**config.mk**
```make
export PLATFORM = sky130hd
export DESIGN_NAME = shifting_insert_delete_array
export DESIGN_NICKNAME = d
export VERILOG_FILES = /design/src/rtl/sidi_pkg.sv /design/src/rtl/sidi_cell.sv /design/src/rtl/shifting_insert_delete_array.sv
export SDC_FILE = /design/constraint.sdc
export NUM_CORES = 1
export LEC_CHECK = 0
export BUFFER_PORTS_ARGS = -buffer_cell sky130_fd_sc_hd__clkbuf_2
export CORE_MARGIN = 3
export CORE_UTILIZATION = 45
export CTS_BUF_LIST = sky130_fd_sc_hd__clkbuf_4 sky130_fd_sc_hd__clkbuf_8
export DETAILED_ROUTE_END_ITERATION = 7
export PLACE_DENSITY = 0.62
export SLEW_MARGIN = 20
export SYNTH_ARGS = -nofsm -noshare
export SYNTH_HDL_FRONTEND = slang
export SYNTH_HIERARCHICAL = 1
export SYNTH_SLANG_ARGS = --single-unit
```
**constraint.sdc**
```tcl
create_clock -name i_clk -period 10.4 [get_ports i_clk]
set_clock_uncertainty 0.1 [all_clocks]
set_input_delay 2.08 -clock i_clk [delete_from_list [all_inputs] [get_ports i_clk]]
set_output_delay 2.08 -clock i_clk [all_outputs]
set_load 0.01 [all_outputs]
```
**src/rtl/sidi_pkg.sv**
```systemverilog
`timescale 1ns / 1ps
// ----------------------------------------------------------------------------
// sidi_pkg
// Shared types and constants for the shifting insert/delete word list.
// ----------------------------------------------------------------------------
package sidi_pkg;

    localparam int WORD_W       = 32;
    localparam int POS_W        = 4;
    localparam int REQ_W        = 3;
    localparam int STATUS_W     = 2;
    localparam int CAPACITY_DEF = 16;

    typedef enum logic [REQ_W-1:0] {
        REQ_APPEND    = 3'd0,
        REQ_READ      = 3'd1,
        REQ_OVERWRITE = 3'd2,
        REQ_INSERT    = 3'd3,
        REQ_DELETE    = 3'd4
    } t_req;

    typedef enum logic [STATUS_W-1:0] {
        ST_DONE  = 2'd0,
        ST_RANGE = 2'd1,
        ST_FULL  = 2'd2
    } t_status;

    // Broadcast to every cell; each cell works out its own move from these.
    typedef struct packed {
        logic load_at_pos;
        logic load_at_count;
        logic shift_up;
        logic shift_down;
    } t_cell_ctl;

endpackage

```
**src/rtl/sidi_cell.sv**
```systemverilog
`timescale 1ns / 1ps
// ----------------------------------------------------------------------------
// sidi_cell
// One storage cell of the list: holds, takes a neighbour's word or the new word.
// ----------------------------------------------------------------------------
module sidi_cell #(
    parameter int CMP_W = 5,
    parameter int IDX   = 0
) (
    input  logic                                i_clk,
    input  sidi_pkg::t_cell_ctl                 i_ctl,
    input  logic [CMP_W-1:0]                    i_pos,
    input  logic [CMP_W-1:0]                    i_count,
    input  logic signed [sidi_pkg::WORD_W-1:0]  i_word,
    input  logic signed [sidi_pkg::WORD_W-1:0]  i_left,
    input  logic signed [sidi_pkg::WORD_W-1:0]  i_right,
    output logic signed [sidi_pkg::WORD_W-1:0]  o_q
);
    import sidi_pkg::*;

    localparam logic [CMP_W-1:0] IDX_V = CMP_W'(IDX);

    logic signed [WORD_W-1:0] r_q;
    logic signed [WORD_W-1:0] n_q;

    // Words above the count carry no meaning, so shifts need no upper bound.
    always_comb begin
        n_q = r_q;
        if (i_ctl.load_at_pos && IDX_V == i_pos) begin
            n_q = i_word;
        end else if (i_ctl.shift_up && IDX_V > i_pos) begin
            n_q = i_left;
        end else if (i_ctl.shift_down && IDX_V >= i_pos) begin
            n_q = i_right;
        end else if (i_ctl.load_at_count && IDX_V == i_count) begin
            n_q = i_word;
        end
    end

    always_ff @(posedge i_clk) begin
        r_q <= n_q;
    end

    assign o_q = r_q;

endmodule

```
**src/rtl/shifting_insert_delete_array.sv**
```systemverilog
`timescale 1ns / 1ps
// ----------------------------------------------------------------------------
// shifting_insert_delete_array
// Ordered list of signed words with append, read, overwrite, insert, delete.
// ----------------------------------------------------------------------------
// The request channel (i_valid, o_stall) carries a request type, a position
// and a word. Each transaction gives exactly one result transaction on the
// result channel (o_valid, i_stall): the word read, a status and the count of
// words after the request.
// The list is a row of cells; on an insert every cell above the position
// takes its lower neighbour's word and on a delete every cell at or above
// it takes its upper neighbour's, all in the same clock.
// A result appears in the output register in the cycle after its request is
// taken. A new request is taken in every cycle while the output register is
// empty or being emptied, giving one transaction per cycle sustained.
// If the receiver stalls while a result waits, o_stall rises and requests
// are held until that result is taken.
// Reset empties the list (count zero) and clears the output valid flag; the
// cell contents are not cleared, as positions at or beyond the count are
// never read.
// ----------------------------------------------------------------------------
module shifting_insert_delete_array #(
    parameter int CAPACITY = sidi_pkg::CAPACITY_DEF,
    parameter int CNT_W    = $clog2(CAPACITY + 1)
) (
    input  logic                                  i_clk,
    input  logic                                  i_rst_n,
    input  logic                                  i_valid,
    output logic                                  o_stall,
    input  logic [sidi_pkg::REQ_W-1:0]            i_req_type,
    input  logic [sidi_pkg::POS_W-1:0]            i_position,
    input  logic signed [sidi_pkg::WORD_W-1:0]    i_word_in,
    output logic                                  o_valid,
    input  logic                                  i_stall,
    output logic signed [sidi_pkg::WORD_W-1:0]    o_word_out,
    output logic [sidi_pkg::STATUS_W-1:0]         o_status,
    output logic [CNT_W-1:0]                      o_count_now
);
    import sidi_pkg::*;

    localparam int CMP_W = (CNT_W > POS_W) ? CNT_W : POS_W;
    localparam int RD_N  = (CAPACITY < (1 << POS_W)) ? CAPACITY : (1 << POS_W);

    logic                     r_valid;
    logic [CNT_W-1:0]         r_count;
    logic [CNT_W-1:0]         n_count;
    logic signed [WORD_W-1:0] r_word;
    logic signed [WORD_W-1:0] n_word;
    t_status                  r_status;
    t_status                  n_status;

    logic                     accept;
    logic                     in_range;
    logic                     full;
    logic [CMP_W-1:0]         pos_x;
    logic [CMP_W-1:0]         count_x;
    logic signed [WORD_W-1:0] rd_word;
    t_cell_ctl                ctl;
    logic signed [WORD_W-1:0] cell_q [CAPACITY];

    assign o_stall  = r_valid & i_stall;
    assign accept   = i_valid & ~o_stall;
    assign pos_x    = CMP_W'(i_position);
    assign count_x  = CMP_W'(r_count);
    assign in_range = pos_x < count_x;
    assign full     = r_count == CNT_W'(CAPACITY);

    always_comb begin
        rd_word = '0;
        for (int i = 0; i < RD_N; i++) begin
            if (i_position == POS_W'(i)) begin
                rd_word = cell_q[i];
            end
        end
    end

    // Decode: cell controls fire only for a transaction that succeeds.
    always_comb begin
        ctl      = '0;
        n_count  = r_count;
        n_word   = '0;
        n_status = ST_DONE;
        case (t_req'(i_req_type))
            REQ_APPEND: begin
                if (full) begin
                    n_status = ST_FULL;
                end else begin
                    ctl.load_at_count = accept;
                    n_count           = r_count + CNT_W'(1);
                end
            end
            REQ_READ: begin
                if (in_range) begin
                    n_word = rd_word;
                end else begin
                    n_status = ST_RANGE;
                end
            end
            REQ_OVERWRITE: begin
                if (in_range) begin
                    ctl.load_at_pos = accept;
                end else begin
                    n_status = ST_RANGE;
                end
            end
            REQ_INSERT: begin
                if (!in_range) begin
                    n_status = ST_RANGE;
                end else if (full) begin
                    n_status = ST_FULL;
                end else begin
                    ctl.load_at_pos = accept;
                    ctl.shift_up    = accept;
                    n_count         = r_count + CNT_W'(1);
                end
            end
            REQ_DELETE: begin
                if (in_range) begin
                    ctl.shift_down = accept;
                    n_count        = r_count - CNT_W'(1);
                end else begin
                    n_status = ST_RANGE;
                end
            end
            default: begin
            end
        endcase
    end

    for (genvar g = 0; g < CAPACITY; g++) begin : g_cell
        logic signed [WORD_W-1:0] left;
        logic signed [WORD_W-1:0] right;

        if (g == 0) begin : g_first
            assign left = i_word_in;
        end else begin : g_mid_l
            assign left = cell_q[g-1];
        end

        if (g == CAPACITY - 1) begin : g_last
            assign right = cell_q[g];
        end else begin : g_mid_r
            assign right = cell_q[g+1];
        end

        sidi_cell #(
            .CMP_W (CMP_W),
            .IDX   (g)
        ) u_cell (
            .i_clk   (i_clk),
            .i_ctl   (ctl),
            .i_pos   (pos_x),
            .i_count (count_x),
            .i_word  (i_word_in),
            .i_left  (left),
            .i_right (right),
            .o_q     (cell_q[g])
        );
    end

    always_ff @(posedge i_clk) begin
        if (!i_rst_n) begin
            r_valid <= 1'b0;
            r_count <= '0;
        end else begin
            if (accept) begin
                r_valid <= 1'b1;
                r_count <= n_count;
            end else if (!i_stall) begin
                r_valid <= 1'b0;
            end
        end
    end

    always_ff @(posedge i_clk) begin
        if (accept) begin
            r_word   <= n_word;
            r_status <= n_status;
        end
    end

    assign o_valid     = r_valid;
    assign o_word_out  = r_word;
    assign o_status    = r_status;
    assign o_count_now = r_count;

    a_count_bound : assert property (@(posedge i_clk) disable iff (!i_rst_n)
        r_count <= CNT_W'(CAPACITY))
        else $error("word count exceeds capacity");

    a_append_grows : assert property (@(posedge i_clk) disable iff (!i_rst_n)
        (accept && t_req'(i_req_type) == REQ_APPEND && !full)
        |=> (r_count == $past(r_count) + CNT_W'(1)))
        else $error("append into a list with room did not grow the count");

    a_error_word_zero : assert property (@(posedge i_clk) disable iff (!i_rst_n)
        (r_valid && r_status != ST_DONE) |-> (r_word == '0))
        else $error("failed transaction returned a non-zero word");

    a_reject_keeps_count : assert property (@(posedge i_clk) disable iff (!i_rst_n)
        (accept && n_status != ST_DONE) |=> $stable(r_count))
        else $error("rejected transaction changed the count");

endmodule
```
==> impl_metrics.csv <==
group,metric,value,unit
detailed_routing,drt.antenna.violating_nets,0,
die,die_w,283,µm
hold_path,hold_path.class,"reg2reg",
detailed_routing,dr.max_layer_used,"met4",
die,core,0.0752,mm²
detailed_routing,drc,0,
finish,most-common-layout-cells,"edfxtp_1 (546), o22ai_1 (286), nor2_1 (210)",
die,die_y,283,µm
detailed_routing,viasPerCell,7.20,
detailed_routing,wl_per_cell,32.1,µm
clocking,ctsResizeCount,0,
power,ir_drop,0.0848,mV
worst_setup_path,cp-end-kind,"register",
die,ios,84,
grt,grt_pass1_wl,190000,µm
die,start_util,45.9,%
worst_setup_path,critPathMaxFanout,58,
finish,multi_input_area,0.0164,mm²
worst_setup_path,reg2reg_to,"g_cell[6].u_cell/o_q[30]",
yosys,ys.flop_type,"edfxtp_1",
worst_setup_path,cpMaxStageDelayCell,"nand4b_2",
worst_setup_path,arrival,6370,ps
grt,grt_usage,30.9,%
timing,whs,504,ps
detailed_routing,drtIter0Drc,3682,
yosys,synthArstFlopShare,0,%
timing,tightest_slew,1160,ps
die,core.rowCount,100,
worst_setup_path,crit_type,"in2reg",
detailed_routing,vias,28752,
finish,drive_gt1_share,24.4,%
grt,antenna_found_initial,3,
worst_setup_path,crit_top_cell,"buf_4",
finish,final_util,49.4,%
yosys,synth_edf_count,546,
worst_setup_path,ff2ff_setup_slack,5570,ps
timing,rsz0062_at_grt,"false",
timing,post-route-min-period,6030,ps
place,hpwl,81500,µm
yosys,ys_ff_latch,552,
grt,first_global_vias,28912,
timing,hold_viol_final,0,
worst_setup_path,cp_top_family,"compound AO/OA/AOI/OAI gates",
timing,finalSetupTns,0,ps
worst_setup_path,timing.rr.start,"o_count_now[0]",
clocking,htreeDepth,3,
clocking,post_cts_buffers,0,
power,power_density,135,mW/mm²
yosys,synth_area,0.0345,mm²
grt,grt_max_degree,65,
timing,drv_slew,0,
clocking,clock_latency,740,ps
clocking,cts_buffers,99,
timing,layout_worst_path_cycle_share,58.0,%
timing,setup_viol,0,
finish,final_nets,2945,
worst_setup_path,cp_cell_sequence,"buf_4 -> ha_1 -> o21ai_0 -> a21oi_1 -> a211oi_4 -> buf_4 -> nand4b_2 -> o22ai_1 -> o2bb2a_1",
grt,grt-ovfl-total,0,
power,leakage,0.0124,µW
detailed_routing,wl_met2,58800,µm
detailed_routing,wl_met3,12400,µm
clocking,clock_path_buffers,3,
worst_setup_path,critPathBufInv,2,
detailed_routing,routed_wl,128000,µm
worst_setup_path,path_depth,9,
clocking,clock-sinks,552,
yosys,synth_seq_area_share,47.8,%
yosys,avgSynthCellArea,12.0,µm²
yosys,synthCells,2874,
timing,max_freq,166,MHz
finish,fill_cells,6718,
detailed_routing,first_pass_iters,6,
worst_setup_path,worstSetupEndpoint,"g_cell[6].u_cell/o_q[30]",
clocking,cts.clk_slew.worst_paths,60,ps
outcome,outcome,"finished clean",
place,placed_area,0.0353,mm²
clocking,cts_root_buffer,"clkbuf_8",
timing,slew_headroom,22.8,%
worst_setup_path,startpoint_type,"primary input",
worst_setup_path,worstSetupStartpoint,"i_position[2]",
finish,syn_to_final_growth,7.62,%
detailed_routing,drt-met1-wl,49100,µm
place,port_buffers,83,
yosys,ys_warn_count,6,
clocking,cts_tree,"yes",
place,gp_congestion,0.899,
worst_setup_path,critPathRequiredTime,10740,ps
clocking,cts-hold-fix-buffers,0,
die,dieArea,0.0801,mm²
worst_setup_path,cpPeakStageDelay,1010,ps
yosys,ys_types,118,
job,drv_cap,0,
finish,final_common_cell,"edfxtp_1",
worst_setup_path,r2r_cells,7,
finish,seq_area,0.0165,mm²
finish,stdcell_area,0.0372,mm²
cell usage after synthesis (7+ instances only):
cell type  number  area share [%]
nor2_1        212             2.3
or3_1           7            0.13
buf_1           9           0.098
a221oi_1       17            0.43
a31oi_1        38            0.69
inv_1          24            0.26
a2bb2oi_1      95             2.4
o22ai_2        29             1.1
o221a_2        15            0.49
nor3_1         12            0.17
edfxtp_1      546              47
o22ai_1       286             5.2
a211oi_1       10            0.22
o2bb2ai_1      32            0.81
a22oi_1         8            0.17
a32oi_1         7            0.18
buf_6          61             2.0
o21ai_0        97             1.4
mux2_4         30             1.3
nand3b_1       13            0.28
nand2_1        68            0.74
nor4b_1        37            0.94
clkbuf_1       82            0.89
o211ai_1        8            0.17
a21o_1          9            0.20
mux2i_1        90             2.6
and3b_1        31            0.79
o221a_1        90             2.9
mux4_2         28             1.8
buf_4          28            0.61
or2_2          66             1.2
buf_2          83             1.2
nand2b_1       43            0.78
nand3_1        29            0.42
a2bb2oi_2     126             5.5
mux2_2         36             1.2
o221ai_1       33            0.84
nand4_1        13            0.24
nor2b_1        18            0.33
a221o_1        41             1.2
a21oi_1       198             2.9
per-stage QoR:
stage | setup slack, ps | power (µW) | std cells
after floorplan | 374 | 2870 | 2908
after global placement | 3780 | 3040 | 3813
after detailed placement | 3780 | 3050 | 3814
after CTS | 4490 | 5020 | 3991
after global routing | 4180 | 5150 | 3992
final | 4370 | 5020 | 3992
cells by family after synthesis:
family / synth area share [%]
XOR/XNOR: 0.101
other: 0.0109
AO/OA/AOI/OAI: 28.7
multiplexers: 6.91
buffers and inverters: 5.34
AND/OR/NAND/NOR: 10.8
adder cells (fa/ha/maj): 0.275
flip-flops: 47.8
registers in the layout, summed over array words and instances, names as in the netlist:
signal,flops
g_cell.u_cell/o_q,512
o_count_now,5
o_valid,1
o_word_out,32
o_status,2
cell type report:
cell class	count	share of cell area, %
multi-input combinational	2058	44.2
timing repair buffer	157	2.73
sequential	552	44.4
tap	1020	3.43
clock inverter	38	0.478
clock buffer	139	4.49
antenna	1	0.00673
inverter	27	0.273
layer usage:
layer  track usage [%]  vias to the layer above
met3              5.62                      445
met2              48.9                     2093
met4              16.6                        0
met1              40.3                    14338
met5                 0                        -
li1                  -                    11876
where the power goes:
group	internal, µW	switching, µW
registers	2480	19.8
clock network	1030	967
logic	202	319
total	3710	1310
how the worst min path moves through the flow:
stage | depth (start not counted) | end | from | slack [ps]
3_5_place_dp | 1 | g_cell[0].u_cell/o_q[14] | g_cell[1].u_cell/o_q[14] | 500
5_1_grt | 1 | g_cell[0].u_cell/o_q[8] | g_cell[1].u_cell/o_q[8] | 520
3_3_place_gp | 2 | o_count_now[4] | o_count_now[4] | 490
6_report | 1 | g_cell[0].u_cell/o_q[8] | g_cell[1].u_cell/o_q[8] | 500
2_1_floorplan | 1 | g_cell[0].u_cell/o_q[11] | g_cell[1].u_cell/o_q[11] | 470
4_1_cts | 1 | g_cell[0].u_cell/o_q[8] | g_cell[1].u_cell/o_q[8] | 500
No activity file was read; power rests on OpenSTA's default activity.
